==> src/mcfe_pkg.sv <==
// ----------------------------------------------------------------------------
// mcfe_pkg: shared definitions for the motor command frame encoder
// Frame kinds, identifier types, register indexes and the job word.
// ----------------------------------------------------------------------------
package mcfe_pkg;

  localparam int CODE_BITS_DEF = 16;
  localparam int LIM_W         = 31;
  localparam int HOST_W        = 8;
  localparam int VAL_W         = 33;
  localparam int NUM_LANES     = 5;

  localparam logic [LIM_W-1:0]  POS_LIM_RST  = 31'd823550;
  localparam logic [LIM_W-1:0]  VEL_LIM_RST  = 31'd983040;
  localparam logic [LIM_W-1:0]  TRQ_LIM_RST  = 31'd7864320;
  localparam logic [LIM_W-1:0]  KP_LIM_RST   = 31'd327680000;
  localparam logic [LIM_W-1:0]  KD_LIM_RST   = 31'd6553600;
  localparam logic [HOST_W-1:0] HOST_RST     = 8'd0;

  localparam logic [2:0] FUNC_MOTION = 3'd0;
  localparam logic [2:0] FUNC_ENABLE = 3'd1;
  localparam logic [2:0] FUNC_STOP   = 3'd2;
  localparam logic [2:0] FUNC_ZERO   = 3'd3;
  localparam logic [2:0] FUNC_PARAM  = 3'd4;

  localparam logic [4:0] TYPE_MOTION = 5'h01;
  localparam logic [4:0] TYPE_ENABLE = 5'h03;
  localparam logic [4:0] TYPE_STOP   = 5'h04;
  localparam logic [4:0] TYPE_ZERO   = 5'h06;
  localparam logic [4:0] TYPE_PARAM  = 5'h12;

  localparam logic [2:0] CFG_POS_LIM = 3'd0;
  localparam logic [2:0] CFG_VEL_LIM = 3'd1;
  localparam logic [2:0] CFG_TRQ_LIM = 3'd2;
  localparam logic [2:0] CFG_KP_LIM  = 3'd3;
  localparam logic [2:0] CFG_KD_LIM  = 3'd4;
  localparam logic [2:0] CFG_HOST    = 3'd5;

  localparam logic [63:0] DATA_BYTE0_ONE = 64'h0100_0000_0000_0000;

  typedef struct packed {
    logic [VAL_W-1:0] off;
    logic [VAL_W-1:0] span;
  } lane_op_t;

  typedef struct packed {
    logic        is_motion;
    logic [28:0] frame_id;
    logic [63:0] frame_data;
    lane_op_t    trq;
    lane_op_t    pos;
    lane_op_t    vel;
    lane_op_t    kp;
    lane_op_t    kd;
  } job_t;

  function automatic lane_op_t sym_op(logic signed [31:0] x, logic [LIM_W-1:0] lim);
    logic signed [33:0] xs;
    logic signed [33:0] ls;
    logic signed [33:0] sum;
    lane_op_t           op;
    xs = 34'(x);
    ls = $signed({3'b000, lim});
    sum = xs + ls;
    op.span = {1'b0, lim, 1'b0};
    if (sum < 0) begin
      op.off = '0;
    end else if (xs > ls) begin
      op.off = {1'b0, lim, 1'b0};
    end else begin
      op.off = sum[VAL_W-1:0];
    end
    return op;
  endfunction

  function automatic lane_op_t gain_op(logic [31:0] x, logic [LIM_W-1:0] lim);
    lane_op_t op;
    op.span = {2'b00, lim};
    if (x[31]) begin
      op.off = '0;
    end else if (x[30:0] > lim) begin
      op.off = {2'b00, lim};
    end else begin
      op.off = {2'b00, x[30:0]};
    end
    return op;
  endfunction

endpackage

==> src/mcfe_quant.sv <==
// ----------------------------------------------------------------------------
// mcfe_quant: one operand lane with a radix-2 restoring divider
// Computes floor((2*off*(2^N-1) + span) / (2*span)), one quotient bit a cycle.
// ----------------------------------------------------------------------------
module mcfe_quant
  import mcfe_pkg::*;
#(
  parameter int CODE_BITS = CODE_BITS_DEF
) (
  input  logic                 clk,
  input  logic                 rst_n,
  input  logic                 start,
  input  lane_op_t             op,
  output logic                 done,
  output logic [CODE_BITS-1:0] code
);

  localparam int NUM_W = CODE_BITS + VAL_W;
  localparam int N_W   = CODE_BITS + VAL_W + 1;
  localparam int REM_W = VAL_W + 1;
  localparam int CNT_W = $clog2(CODE_BITS + 1);

  typedef enum logic [3:0] {
    L_IDLE = 4'b0001,
    L_PREP = 4'b0010,
    L_DIV  = 4'b0100,
    L_DONE = 4'b1000
  } lane_state_t;

  lane_state_t          state_r, state_nxt;
  logic [CNT_W-1:0]     cnt_r, cnt_nxt;
  logic [NUM_W-1:0]     num_r;
  logic [VAL_W-1:0]     span_r;
  logic                 zero_r;
  logic [REM_W-1:0]     rem_r;
  logic [CODE_BITS-1:0] q_r;
  logic [N_W-1:0]       dividend;
  logic [REM_W:0]       ext;
  logic [REM_W:0]       dvs;
  logic [REM_W:0]       diff;
  logic                 ge;

  assign dividend = {num_r, 1'b0} + N_W'(span_r);
  assign ext      = {rem_r, q_r[CODE_BITS-1]};
  assign dvs      = {1'b0, span_r, 1'b0};
  assign ge       = (ext >= dvs);
  assign diff     = ext - dvs;

  always_comb begin
    state_nxt = state_r;
    cnt_nxt   = cnt_r;
    case (state_r)
      L_IDLE, L_DONE: begin
        if (start) begin
          state_nxt = L_PREP;
        end
      end
      L_PREP: begin
        state_nxt = L_DIV;
        cnt_nxt   = CNT_W'(CODE_BITS);
      end
      L_DIV: begin
        cnt_nxt = cnt_r - 1'b1;
        if (cnt_r == CNT_W'(1)) begin
          state_nxt = L_DONE;
        end
      end
      default: begin
        state_nxt = L_IDLE;
      end
    endcase
  end

  always_ff @(posedge clk) begin
    if (!rst_n) begin
      state_r <= L_IDLE;
      cnt_r   <= '0;
    end else begin
      state_r <= state_nxt;
      cnt_r   <= cnt_nxt;
    end
  end

  always_ff @(posedge clk) begin
    if ((state_r == L_IDLE || state_r == L_DONE) && start) begin
      num_r  <= {op.off, {CODE_BITS{1'b0}}} - NUM_W'(op.off);
      span_r <= op.span;
      zero_r <= (op.span == '0);
    end
    if (state_r == L_PREP) begin
      rem_r <= dividend[N_W-1:CODE_BITS];
      q_r   <= dividend[CODE_BITS-1:0];
    end else if (state_r == L_DIV) begin
      rem_r <= ge ? diff[REM_W-1:0] : ext[REM_W-1:0];
      q_r   <= {q_r[CODE_BITS-2:0], ge};
    end
  end

  assign done = (state_r == L_DONE);
  assign code = zero_r ? '0 : q_r;

endmodule

==> src/mcfe_front.sv <==
// ----------------------------------------------------------------------------
// mcfe_front: request intake and classification
// Clamps motion operands into lane jobs and builds all other frames whole.
// ----------------------------------------------------------------------------
module mcfe_front
  import mcfe_pkg::*;
(
  input  logic              clk,
  input  logic              rst_n,
  input  logic              in_valid,
  output logic              in_stall,
  input  logic [2:0]        in_func,
  input  logic [7:0]        in_node_id,
  input  logic signed [31:0] in_torque,
  input  logic signed [31:0] in_position,
  input  logic signed [31:0] in_velocity,
  input  logic signed [31:0] in_stiffness_gain,
  input  logic signed [31:0] in_damping_gain,
  input  logic              in_fault_ack,
  input  logic [15:0]       in_parameter_index,
  input  logic [31:0]       in_parameter_bits,
  input  logic [LIM_W-1:0]  pos_lim,
  input  logic [LIM_W-1:0]  vel_lim,
  input  logic [LIM_W-1:0]  trq_lim,
  input  logic [LIM_W-1:0]  kp_lim,
  input  logic [LIM_W-1:0]  kd_lim,
  input  logic [HOST_W-1:0] host,
  output logic              job_valid,
  input  logic              job_full,
  output job_t              job
);

  logic valid_r, valid_nxt;
  logic accept;
  job_t job_r, job_nxt;

  assign in_stall = valid_r && job_full;
  assign accept   = in_valid && !in_stall;

  always_comb begin
    job_nxt            = '0;
    job_nxt.trq        = sym_op(in_torque, trq_lim);
    job_nxt.pos        = sym_op(in_position, pos_lim);
    job_nxt.vel        = sym_op(in_velocity, vel_lim);
    job_nxt.kp         = gain_op(in_stiffness_gain, kp_lim);
    job_nxt.kd         = gain_op(in_damping_gain, kd_lim);
    case (in_func)
      FUNC_MOTION: begin
        job_nxt.is_motion = 1'b1;
        job_nxt.frame_id  = {TYPE_MOTION, 16'h0000, in_node_id};
      end
      FUNC_ENABLE: begin
        job_nxt.frame_id = {TYPE_ENABLE, 8'h00, host, in_node_id};
      end
      FUNC_STOP: begin
        job_nxt.frame_id = {TYPE_STOP, 8'h00, host, in_node_id};
        if (in_fault_ack) begin
          job_nxt.frame_data = DATA_BYTE0_ONE;
        end
      end
      FUNC_ZERO: begin
        job_nxt.frame_id   = {TYPE_ZERO, 8'h00, host, in_node_id};
        job_nxt.frame_data = DATA_BYTE0_ONE;
      end
      FUNC_PARAM: begin
        job_nxt.frame_id   = {TYPE_PARAM, 8'h00, host, in_node_id};
        job_nxt.frame_data = {in_parameter_index[7:0], in_parameter_index[15:8], 16'h0000,
                              in_parameter_bits[7:0], in_parameter_bits[15:8],
                              in_parameter_bits[23:16], in_parameter_bits[31:24]};
      end
      default: begin
        job_nxt.frame_id = '0;
      end
    endcase
  end

  always_comb begin
    valid_nxt = valid_r;
    if (accept) begin
      valid_nxt = 1'b1;
    end else if (!job_full) begin
      valid_nxt = 1'b0;
    end
  end

  always_ff @(posedge clk) begin
    if (!rst_n) begin
      valid_r <= 1'b0;
    end else begin
      valid_r <= valid_nxt;
    end
  end

  always_ff @(posedge clk) begin
    if (accept) begin
      job_r <= job_nxt;
    end
  end

  assign job_valid = valid_r;
  assign job       = job_r;

endmodule

==> src/mcfe_queue.sv <==
// ----------------------------------------------------------------------------
// mcfe_queue: two-entry job queue between front and back
// Lets the intake keep taking requests while the lanes are busy.
// ----------------------------------------------------------------------------
module mcfe_queue
  import mcfe_pkg::*;
(
  input  logic clk,
  input  logic rst_n,
  input  logic push_valid,
  output logic full,
  input  job_t push_job,
  output logic pop_valid,
  input  logic pop,
  output job_t pop_job
);

  job_t       mem_r [2];
  logic       wr_ptr_r, wr_ptr_nxt;
  logic       rd_ptr_r, rd_ptr_nxt;
  logic [1:0] count_r, count_nxt;
  logic       do_push;
  logic       do_pop;

  assign full      = (count_r == 2'd2);
  assign pop_valid = (count_r != 2'd0);
  assign do_push   = push_valid && !full;
  assign do_pop    = pop && pop_valid;
  assign pop_job   = mem_r[rd_ptr_r];

  always_comb begin
    wr_ptr_nxt = do_push ? ~wr_ptr_r : wr_ptr_r;
    rd_ptr_nxt = do_pop ? ~rd_ptr_r : rd_ptr_r;
    count_nxt  = count_r + {1'b0, do_push} - {1'b0, do_pop};
  end

  always_ff @(posedge clk) begin
    if (!rst_n) begin
      wr_ptr_r <= 1'b0;
      rd_ptr_r <= 1'b0;
      count_r  <= 2'd0;
    end else begin
      wr_ptr_r <= wr_ptr_nxt;
      rd_ptr_r <= rd_ptr_nxt;
      count_r  <= count_nxt;
    end
  end

  always_ff @(posedge clk) begin
    if (do_push) begin
      mem_r[wr_ptr_r] <= push_job;
    end
  end

endmodule

==> src/mcfe_back.sv <==
// ----------------------------------------------------------------------------
// mcfe_back: frame execution and output register
// Runs the five quantizer lanes for motion frames and drives the result word.
// ----------------------------------------------------------------------------
module mcfe_back
  import mcfe_pkg::*;
#(
  parameter int CODE_BITS = CODE_BITS_DEF
) (
  input  logic        clk,
  input  logic        rst_n,
  input  logic        job_valid,
  output logic        job_pop,
  input  job_t        job,
  output logic        out_valid,
  input  logic        out_stall,
  output logic [28:0] out_frame_id,
  output logic [63:0] out_frame_data
);

  typedef enum logic [1:0] {
    B_IDLE = 2'b01,
    B_WAIT = 2'b10
  } back_state_t;

  back_state_t          state_r, state_nxt;
  logic                 out_valid_r, out_valid_nxt;
  logic [28:0]          id_r;
  logic [63:0]          data_r;
  logic [28:0]          base_id_r;
  logic                 slot_free;
  logic                 start;
  logic                 load_direct;
  logic                 load_motion;
  lane_op_t             ops [NUM_LANES];
  logic [NUM_LANES-1:0] lane_done;
  logic [CODE_BITS-1:0] codes [NUM_LANES];

  assign slot_free   = !out_valid_r || !out_stall;
  assign start       = (state_r == B_IDLE) && job_valid && job.is_motion;
  assign load_direct = (state_r == B_IDLE) && job_valid && !job.is_motion && slot_free;
  assign load_motion = (state_r == B_WAIT) && (&lane_done) && slot_free;
  assign job_pop     = start || load_direct;

  assign ops[0] = job.trq;
  assign ops[1] = job.pos;
  assign ops[2] = job.vel;
  assign ops[3] = job.kp;
  assign ops[4] = job.kd;

  for (genvar g = 0; g < NUM_LANES; g++) begin : g_lane
    mcfe_quant #(
      .CODE_BITS(CODE_BITS)
    ) u_quant (
      .clk  (clk),
      .rst_n(rst_n),
      .start(start),
      .op   (ops[g]),
      .done (lane_done[g]),
      .code (codes[g])
    );
  end

  always_comb begin
    state_nxt = state_r;
    case (state_r)
      B_IDLE: begin
        if (start) begin
          state_nxt = B_WAIT;
        end
      end
      B_WAIT: begin
        if (load_motion) begin
          state_nxt = B_IDLE;
        end
      end
      default: begin
        state_nxt = B_IDLE;
      end
    endcase
  end

  always_comb begin
    out_valid_nxt = out_valid_r;
    if (load_direct || load_motion) begin
      out_valid_nxt = 1'b1;
    end else if (!out_stall) begin
      out_valid_nxt = 1'b0;
    end
  end

  always_ff @(posedge clk) begin
    if (!rst_n) begin
      state_r     <= B_IDLE;
      out_valid_r <= 1'b0;
    end else begin
      state_r     <= state_nxt;
      out_valid_r <= out_valid_nxt;
    end
  end

  always_ff @(posedge clk) begin
    if (start) begin
      base_id_r <= job.frame_id;
    end
    if (load_direct) begin
      id_r   <= job.frame_id;
      data_r <= job.frame_data;
    end else if (load_motion) begin
      id_r   <= base_id_r | {5'b00000, 16'(codes[0]), 8'h00};
      data_r <= {16'(codes[1]), 16'(codes[2]), 16'(codes[3]), 16'(codes[4])};
    end
  end

  assign out_valid      = out_valid_r;
  assign out_frame_id   = id_r;
  assign out_frame_data = data_r;

endmodule

==> src/motor_can_command_frame_encoder_unit.sv <==
// ----------------------------------------------------------------------------
// motor_can_command_frame_encoder_unit: motor CAN command frame encoder
// Each request word on the in_ channel yields one frame word on the out_
// channel: a 29-bit extended identifier and eight data bytes. Both channels
// use valid/stall; a word moves when valid is high and stall is low.
// Enable, stop, set-zero, parameter-write and unknown kinds pass straight
// through, one word per cycle unless the output stalls or a motion word is
// in the lanes. A motion word clamps its five operands and quantizes them
// in five lanes, each a restoring divider that retires one code bit per
// cycle. The lanes take a new motion word only once the last codes are in
// the output register. A two-entry queue lets intake continue while the
// lanes are busy or the output is stalled. A stalled output word holds; the
// queue then fills and in_stall rises. Reset empties the queue, idles the
// lanes and loads the default limits. Limits are to be written on the cfg_
// port by the user while no word is in flight; the block does not enforce it.
// ----------------------------------------------------------------------------
module motor_can_command_frame_encoder_unit
  import mcfe_pkg::*;
#(
  parameter int CODE_BITS = CODE_BITS_DEF
) (
  input  logic               clk,
  input  logic               rst_n,
  input  logic               cfg_we,
  input  logic [2:0]         cfg_index,
  input  logic [LIM_W-1:0]   cfg_data,
  input  logic               in_valid,
  output logic               in_stall,
  input  logic [2:0]         in_func,
  input  logic [7:0]         in_node_id,
  input  logic signed [31:0] in_torque,
  input  logic signed [31:0] in_position,
  input  logic signed [31:0] in_velocity,
  input  logic signed [31:0] in_stiffness_gain,
  input  logic signed [31:0] in_damping_gain,
  input  logic               in_fault_ack,
  input  logic [15:0]        in_parameter_index,
  input  logic [31:0]        in_parameter_bits,
  output logic               out_valid,
  input  logic               out_stall,
  output logic [28:0]        out_frame_id,
  output logic [63:0]        out_frame_data
);

  logic [LIM_W-1:0]  pos_lim_r;
  logic [LIM_W-1:0]  vel_lim_r;
  logic [LIM_W-1:0]  trq_lim_r;
  logic [LIM_W-1:0]  kp_lim_r;
  logic [LIM_W-1:0]  kd_lim_r;
  logic [HOST_W-1:0] host_r;
  logic              front_valid;
  logic              q_full;
  job_t              front_job;
  logic              q_valid;
  logic              q_pop;
  job_t              q_job;

  always_ff @(posedge clk) begin
    if (!rst_n) begin
      pos_lim_r <= POS_LIM_RST;
      vel_lim_r <= VEL_LIM_RST;
      trq_lim_r <= TRQ_LIM_RST;
      kp_lim_r  <= KP_LIM_RST;
      kd_lim_r  <= KD_LIM_RST;
      host_r    <= HOST_RST;
    end else if (cfg_we) begin
      case (cfg_index)
        CFG_POS_LIM: pos_lim_r <= cfg_data;
        CFG_VEL_LIM: vel_lim_r <= cfg_data;
        CFG_TRQ_LIM: trq_lim_r <= cfg_data;
        CFG_KP_LIM:  kp_lim_r  <= cfg_data;
        CFG_KD_LIM:  kd_lim_r  <= cfg_data;
        CFG_HOST:    host_r    <= cfg_data[HOST_W-1:0];
        default: begin
        end
      endcase
    end
  end

  mcfe_front u_front (
    .clk               (clk),
    .rst_n             (rst_n),
    .in_valid          (in_valid),
    .in_stall          (in_stall),
    .in_func           (in_func),
    .in_node_id        (in_node_id),
    .in_torque         (in_torque),
    .in_position       (in_position),
    .in_velocity       (in_velocity),
    .in_stiffness_gain (in_stiffness_gain),
    .in_damping_gain   (in_damping_gain),
    .in_fault_ack      (in_fault_ack),
    .in_parameter_index(in_parameter_index),
    .in_parameter_bits (in_parameter_bits),
    .pos_lim           (pos_lim_r),
    .vel_lim           (vel_lim_r),
    .trq_lim           (trq_lim_r),
    .kp_lim            (kp_lim_r),
    .kd_lim            (kd_lim_r),
    .host              (host_r),
    .job_valid         (front_valid),
    .job_full          (q_full),
    .job               (front_job)
  );

  mcfe_queue u_queue (
    .clk       (clk),
    .rst_n     (rst_n),
    .push_valid(front_valid),
    .full      (q_full),
    .push_job  (front_job),
    .pop_valid (q_valid),
    .pop       (q_pop),
    .pop_job   (q_job)
  );

  mcfe_back #(
    .CODE_BITS(CODE_BITS)
  ) u_back (
    .clk           (clk),
    .rst_n         (rst_n),
    .job_valid     (q_valid),
    .job_pop       (q_pop),
    .job           (q_job),
    .out_valid     (out_valid),
    .out_stall     (out_stall),
    .out_frame_id  (out_frame_id),
    .out_frame_data(out_frame_data)
  );

`ifndef NO_ASSERTIONS
  a_reset_clears_out: assert property (@(posedge clk) !rst_n |=> !out_valid)
    else $error("output valid after reset");

  a_unknown_zero: assert property (@(posedge clk) disable iff (!rst_n)
    (out_valid && out_frame_id[28:24] == 5'h00) |-> (out_frame_data == 64'h0))
    else $error("frame without type carries data");

  a_zero_data: assert property (@(posedge clk) disable iff (!rst_n)
    (out_valid && out_frame_id[28:24] == TYPE_ZERO) |-> (out_frame_data == DATA_BYTE0_ONE))
    else $error("set-zero frame data wrong");

  a_pop_needs_entry: assert property (@(posedge clk) disable iff (!rst_n)
    q_pop |-> q_valid)
    else $error("queue popped while empty");
`endif

endmodule
==> config.mk <==
export PLATFORM = sky130hd
export DESIGN_NAME = motor_can_command_frame_encoder_unit
export DESIGN_NICKNAME = d
export VERILOG_FILES = /design/src/mcfe_pkg.sv /design/src/mcfe_quant.sv /design/src/mcfe_front.sv /design/src/mcfe_queue.sv /design/src/mcfe_back.sv /design/src/motor_can_command_frame_encoder_unit.sv
export SDC_FILE = /design/constraint.sdc
export NUM_CORES = 2
export LEC_CHECK = 0
export BUFFER_PORTS_ARGS = -buffer_cell sky130_fd_sc_hd__buf_2
export CAP_MARGIN = 25
export CELL_PAD_IN_SITES_DETAIL_PLACEMENT = 0
export CELL_PAD_IN_SITES_GLOBAL_PLACEMENT = 1
export CORE_MARGIN = 2
export CORE_UTILIZATION = 25
export CTS_CLUSTER_DIAMETER = 100
export CTS_CLUSTER_SIZE = 40
export DETAILED_ROUTE_END_ITERATION = 16
export PLACE_DENSITY_LB_ADDON = 0.1
export SYNTH_ARGS = -nofsm -noshare
export SYNTH_HDL_FRONTEND = slang
export SYNTH_SLANG_ARGS = --single-unit
==> constraint.sdc <==
create_clock -name clk -period 54.9 [get_ports clk]
set_input_delay 5.49 -clock clk [delete_from_list [all_inputs] [get_ports clk]]
set_output_delay 5.49 -clock clk [all_outputs]
set_load 0.02 [all_outputs]
# Word level (Yosys, flattened, before mapping)
# Memory sizes are Yosys's and may differ from the RTL's. A register that Yosys moved wholly into a read port is not among the register bits.
# Cells that the tools add are included.
dict set report word_totals {
  mem_count 1
  ramBits 828
  reg_bits 1417
}
# name words width rd rd_clocked_by_memory_dff wr line
set mem_list {}
lappend mem_list {u_queue.mem_r 2 414 1 1 1 mcfe_queue.sv:18} ;# job_t mem_r [2];
dict set report op_classes {
  reduce_logical 63
  addsub 25
  n_eq_ne 51
  n_lt_le_gt_ge 13
  n_bitwise 3
  mux 70
}
# op n
set op_table {}
lappend op_table {{$mux W34} 15}
lappend op_table {{$add A50 B33 Y50} 5}
lappend op_table {{$sub A49 B33 Y49} 5}
lappend op_table {{$mux W16} 15}
lappend op_table {{$pmux W64 S3} 1}
lappend op_table {{$ge A35 B34 Y1} 5}
lappend op_table {{$sub A34 B34 Y34} 5}
lappend op_table {{$logic_not A33 Y1} 5}
lappend op_table {{$pmux W29 S5} 1}
lappend op_table {{$mux W64} 2}
lappend op_table {{$add A32 B32 Y33} 3}
lappend op_table {{$lt A33 B1 Y1 const B} 3}
lappend op_table {{$gt A32 B32 Y1} 3}
lappend op_table {{$mux W32} 3}
lappend op_table {{$gt A31 B31 Y1} 2}
lappend op_table {{$mux W31} 2}
lappend op_table {{$pmux W4 S3} 5}
lappend op_table {{$mux W29} 2}
lappend op_table {{$mux W57} 1}
lappend op_table {{$pmux W5 S2} 5}
lappend op_table {{$or A29 B24 Y29} 1}
lappend op_table {{$eq A5 B1 Y1 const B} 5}
lappend op_table {{$sub A5 B1 Y5 const B} 5}
lappend op_table {{$mux W4} 6}
lappend op_table {{25 further kinds} 120}

# Depth between registers and ports, before layout
dict set report depth {
  depth_word 8
  ltp_mapped 25
}

# Hierarchy
# From an unflattened synthesis, not the netlist that was laid out.
dict set report unflattened {
  cells_unflattened 10205
  area_unflattened_um2 120332.9
}
# module seq_area_each_um2 area_per_inst_um2 cells_each n_inst
set by_module_without_submodules {}
lappend by_module_without_submodules {{mcfe_quant (u_back.g_lane[0].u_quant ...)} 4174.0 10875.4 1172 3}
lappend by_module_without_submodules {mcfe_queue 25564.5 30963.4 1346 1}
lappend by_module_without_submodules {mcfe_front 11581.1 23420.0 2130 1}
lappend by_module_without_submodules {{mcfe_quant (u_back.g_lane[4].u_quant)} 4174.0 11025.6 1183 1}
lappend by_module_without_submodules {{mcfe_quant (u_back.g_lane[3].u_quant)} 4174.0 10896.7 1158 1}
lappend by_module_without_submodules {motor_can_command_frame_encoder_unit 3263.1 6120.9 594 1}
lappend by_module_without_submodules {mcfe_back 3723.6 5280.1 278 1}

# Worst setup path before layout
# OpenSTA, ideal clock, no wires.
dict set report synth_timing {
  path_kind {in2reg}
  startpoint {input port in_valid}
  endpoint {register u_front.job_r, in the netlist u_front.job[0], enable pin}
  cell_stages 1
  setup_slack_ns 31.707
  required_ns 53.723
  n_path_buf 0
  setup_time_ns 1.177
  arrival_ns 22.016
  cell_sequence {nor2b_1}
}
dict set report synth_between {
  elab_chain_len 1
}
# element line
set synth_rtl {}
lappend synth_rtl {{start, declared} motor_can_command_frame_encoder_unit.sv:27} ;# input logic in_valid,
lappend synth_rtl {{$logic_and A1 B1 Y1} mcfe_front.sv:38} ;# assign accept = in_valid && !in_stall;
lappend synth_rtl {{end signal, assigned} mcfe_front.sv:96} ;# job_r <= job_nxt;
lappend synth_rtl {{end, declared} mcfe_front.sv:35} ;# job_t job_r, job_nxt;
# Every way passes these cells.
# A chain may end at the register's enable or synchronous reset.

# Final worst setup path
dict set report layout_timing {
  startpoint {input port in_torque[0]}
  endpoint {register u_front.job_r, in the netlist u_front.job[319], data pin}
}
dict set report layout_between {
  elab_chain_len 2
  elab_cells_between_ends 4
  cone_classes {add/sub (1); order compare (2); mux (1)}
}
# element line
set layout_rtl {}
lappend layout_rtl {{start, declared} motor_can_command_frame_encoder_unit.sv:31} ;# input logic signed [31:0] in_torque,
lappend layout_rtl {{$add A32 B32 Y33 or $gt A32 B32 Y1 (tied branches)} {mcfe_pkg.sv:64, mcfe_pkg.sv:68}}
lappend layout_rtl {{$lt A33 B1 Y1 or $mux W32 (tied branches)} {mcfe_pkg.sv:66, mcfe_pkg.sv:68}}
# Several ways; a longest one is shown, not always the timed one.

==> reports/metrics.csv <==
metric,value,unit
outcome,completed,
final worst-path cycle share,16.1,%
max frequency,113,MHz
r2r endpoint,u_back.g_lane[0].u_quant.num_r[47],
largest net degree at the start of global routing,116,
Skew-Pair Late Insertion Delay,0.96,ns
drt initial violations,4826,
final setup violation count,0,
share of post-route cells with drive strength above 1,10.4,%
die height,675,um
"EDFF count, synth",1922,
worst hold slack,0.408,ns
Leak Pwr,45.0,nW
CTS tree,built,
final cell count without fillers,16100,
TritonCTS sink count,2139,
gr ovfl total,0,
TNS Setup,0,ns
RSZ-0062 raised after global routing,false,
Row Count,246,
Top Metal Used,met5,
Worst Path Required,55.54,ns
I/O pins,354,
port bufs,352,
initial antenna violation count,50,
CTS max path bufs,4,
YS warnings,0,
Tot GR Track Use,16.4,%
crit-path cells,"buf_2, ha_1, fa_1, nor2b_1, o21a_1, o211ai_1, a31oi_1, o311ai_0, nand2_1, a211o_1, a21oi_1, o211a_1, buf_16, a211oi_1",
Worst Reg-to-Reg Cells,14,
# DRC,0,
routed vias/inst,4.66,
CP startpoint kind,input port,
Area Overhead vs Synth,12.6,%
Cells after Synth,9823,
Period minus WS final,8.86,ns
Setup Buffers After CTS,0,
Total Wirelength,383000,um
Worst Skew,0.0598,ns
worst min path class,flip-flop to flip-flop,
Synth area leaders,"edfxtp_1, ha_1, dfxtp_1",
Worst path max stage delay,0.71,ns
hpwl dp,295000,um
CTS buffer count,123,
VDD IR-drop max,0.0000307,V
final core utilization,28.2,%
count of pins over their slew limit,0,
Vias,75200,
register bit total from synthesis,2139,
first-pass GRT wire length,550000,um
crit end category,flip-flop,
DR WL/cell,23.8,um
max_cap viols,0,
met1 WL,182000,um
CTS hold repair buffers,0,
"area leader, netlist",edfxtp_1,
CTS Root Cell,clkbuf_16,
"reg-to-reg slack, setup",49.13,ns
actual slew at the worst max-slew pin,1.01,ns
WL met2,180000,um
router iterations before antenna repair,5,
setup ws final,46.04,ns
placed inst area,121000,um2
CP arrival,9.50,ns
Main synth FF type,edfxtp_1,
Placed Cells,15900,
cts repair resizes,0,
Synth cell types,100,
asr flop ratio synth,0,%
Setup crit start,in_torque[0],
Crit Path Max Fanout,17,
H-tree Lvls,3,
Power Total,5.30,mW
"Worst Path Class, Setup",input port to flip-flop,
"CTS clk-pin slew, worst paths",0.14,ns
WL met3,11900,um
design area,127000,um2
relative slew slack,30.8,%
syn avg cell area,11.4,um2
CORE AREA,448000,um2
post-detailed-route count of antenna-violating nets,0,
die area,455000,um2
vias in the first global route,75700,
fin nets,11000,
Yosys top cell area share,51.3,%
chip width,675,um
Pwr per Cell Area,41.9,nW/um2
Placement Setup Slack,45.07,ns
Syn Std Cell Area,112000,um2
register area share after synthesis,55.2,%
Initial Util,25.1,%
slowest CP cell,o311ai_0,
crit path to,u_front.job[319],
Fin. Hold Viols,0,
Routability Congestion,0.830,
state kept, by name, summed over array words and instances (netlist names), named ones only:
| name | flops |
|---|---|
| u_back.g_lane.u_quant.q_r | 80 |
| u_front.job_valid | 1 |
| u_queue.rd_ptr_r | 1 |
| u_back.out_frame_data | 64 |
| u_queue.mem_r | 770 |
| kd_lim_r | 31 |
| u_front.job | 385 |
| trq_lim_r | 31 |
| u_back.g_lane.u_quant.cnt_r | 25 |
| u_back.g_lane.u_quant.span_r | 155 |
| u_back.out_frame_id | 28 |
| u_queue.count_r | 2 |
| u_back.state_r | 2 |
| u_back.g_lane.u_quant.zero_r | 5 |
| u_back.base_id_r | 20 |
| u_back.g_lane.u_quant.num_r | 245 |
| host_r | 8 |
| kp_lim_r | 31 |
| u_queue.wr_ptr_r | 1 |
| u_back.out_valid | 1 |
| u_back.g_lane.u_quant.state_r | 20 |
| vel_lim_r | 31 |
| u_back.g_lane.u_quant.rem_r | 170 |
| pos_lim_r | 31 |
placed cells by master (no fill, tap or decap), types with 23 or more instances in the layout:
cell type	netlist	final
a211o_1	23	23
a211oi_1	218	218
a21boi_0	34	34
a21o_1	229	229
a21oi_1	758	757
a31oi_1	47	46
and2_1	132	130
and3_1	87	85
buf_2	48	352
buf_4	10	98
clkbuf_16	0	126
clkinv_16	0	42
dfxtp_1	217	216
edfxtp_1	1922	1922
ha_1	654	654
inv_1	562	561
mux2_2	242	242
mux2i_1	270	270
nand2_1	823	815
nand2b_1	59	59
nand3_1	141	141
nand3b_1	63	63
nand4_1	112	112
nor2_1	709	702
nor2b_1	77	75
nor3_1	198	196
nor3b_1	33	33
nor4_1	86	86
o211ai_1	91	91
o21a_1	72	72
o21ai_0	419	418
o21ai_1	25	26
o21bai_1	78	78
o31ai_1	43	43
or2_2	34	34
or3_1	52	52
xnor2_1	375	375
xor2_1	274	274
synthesized netlist by cell type (63+ instances only):
library cell,number
a211oi_1,218
a21o_1,229
a21oi_1,758
and2_1,132
and3_1,87
clkbuf_1,263
dfxtp_1,217
edfxtp_1,1922
ha_1,654
inv_1,562
mux2_2,242
mux2i_1,270
nand2_1,823
nand3_1,141
nand3b_1,63
nand4_1,112
nor2_1,709
nor2b_1,77
nor3_1,198
nor4_1,86
o211ai_1,91
o21a_1,72
o21ai_0,419
o21bai_1,78
xnor2_1,375
xor2_1,274
cells by family after synthesis:
kind of cell	Yosys count	synth area share (%)
buffers and inverters	904	3.17
muxes	515	4.87
DFF	2139	55.2
AOI/OAI and AO/OA	2260	12.7
and+or+nand+nor	2688	11.5
adders and majority gates	667	7.51
xor gates and xnor gates	649	5.06
other	1	0.00334
final cells by class:
class	instances	area, um2
antenna	6	15.0
clock buffer	130	3180
clock inverter	97	2070
fill	46400	322000
inverter	563	2120
multi-input combinational	6783	47000
sequential	2139	62100
tap	5952	7450
timing repair buffer	460	2740
worst min path at each step:
stage                     depth (start not counted)             start               endpoint  slack, ns
after global routing                              0  u_front.job[260]  u_queue.mem_r[0][248]       0.42
after global placement                            0   u_front.job[17]   u_queue.mem_r[1][17]       0.42
after detailed placement                          0  u_front.job[382]  u_queue.mem_r[1][368]       0.43
after CTS                                         0  u_front.job[260]  u_queue.mem_r[0][248]       0.41
after floorplan                                   0    u_front.job[0]    u_queue.mem_r[0][0]       0.42
final                                             0  u_front.job[240]  u_queue.mem_r[0][228]       0.41
metal layers:
| layer | track usage, % | vias to the layer above |
|---|---|---|
| li1 | - | 36600 |
| met3 | 1.42 | 313 |
| met2 | 27.6 | 1195 |
| met1 | 23.0 | 37100 |
| met4 | 3.54 | 6 |
| met5 | 0 | - |
power by group:
group,internal (mW),switching [mW]
Combinational,0.697,1.19
Sequential,2.07,0.125
Clock,0.497,0.718
critical path: cells and delay by family:
kind | cells | cell delay (ns)
AOI/OAI and AO/OA | 8 | 2.65
adders and majority gates | 2 | 0.62
buffers and inverters | 2 | 0.35
and+or+nand+nor | 2 | 0.41
Power figures use the tool's default switching activity.
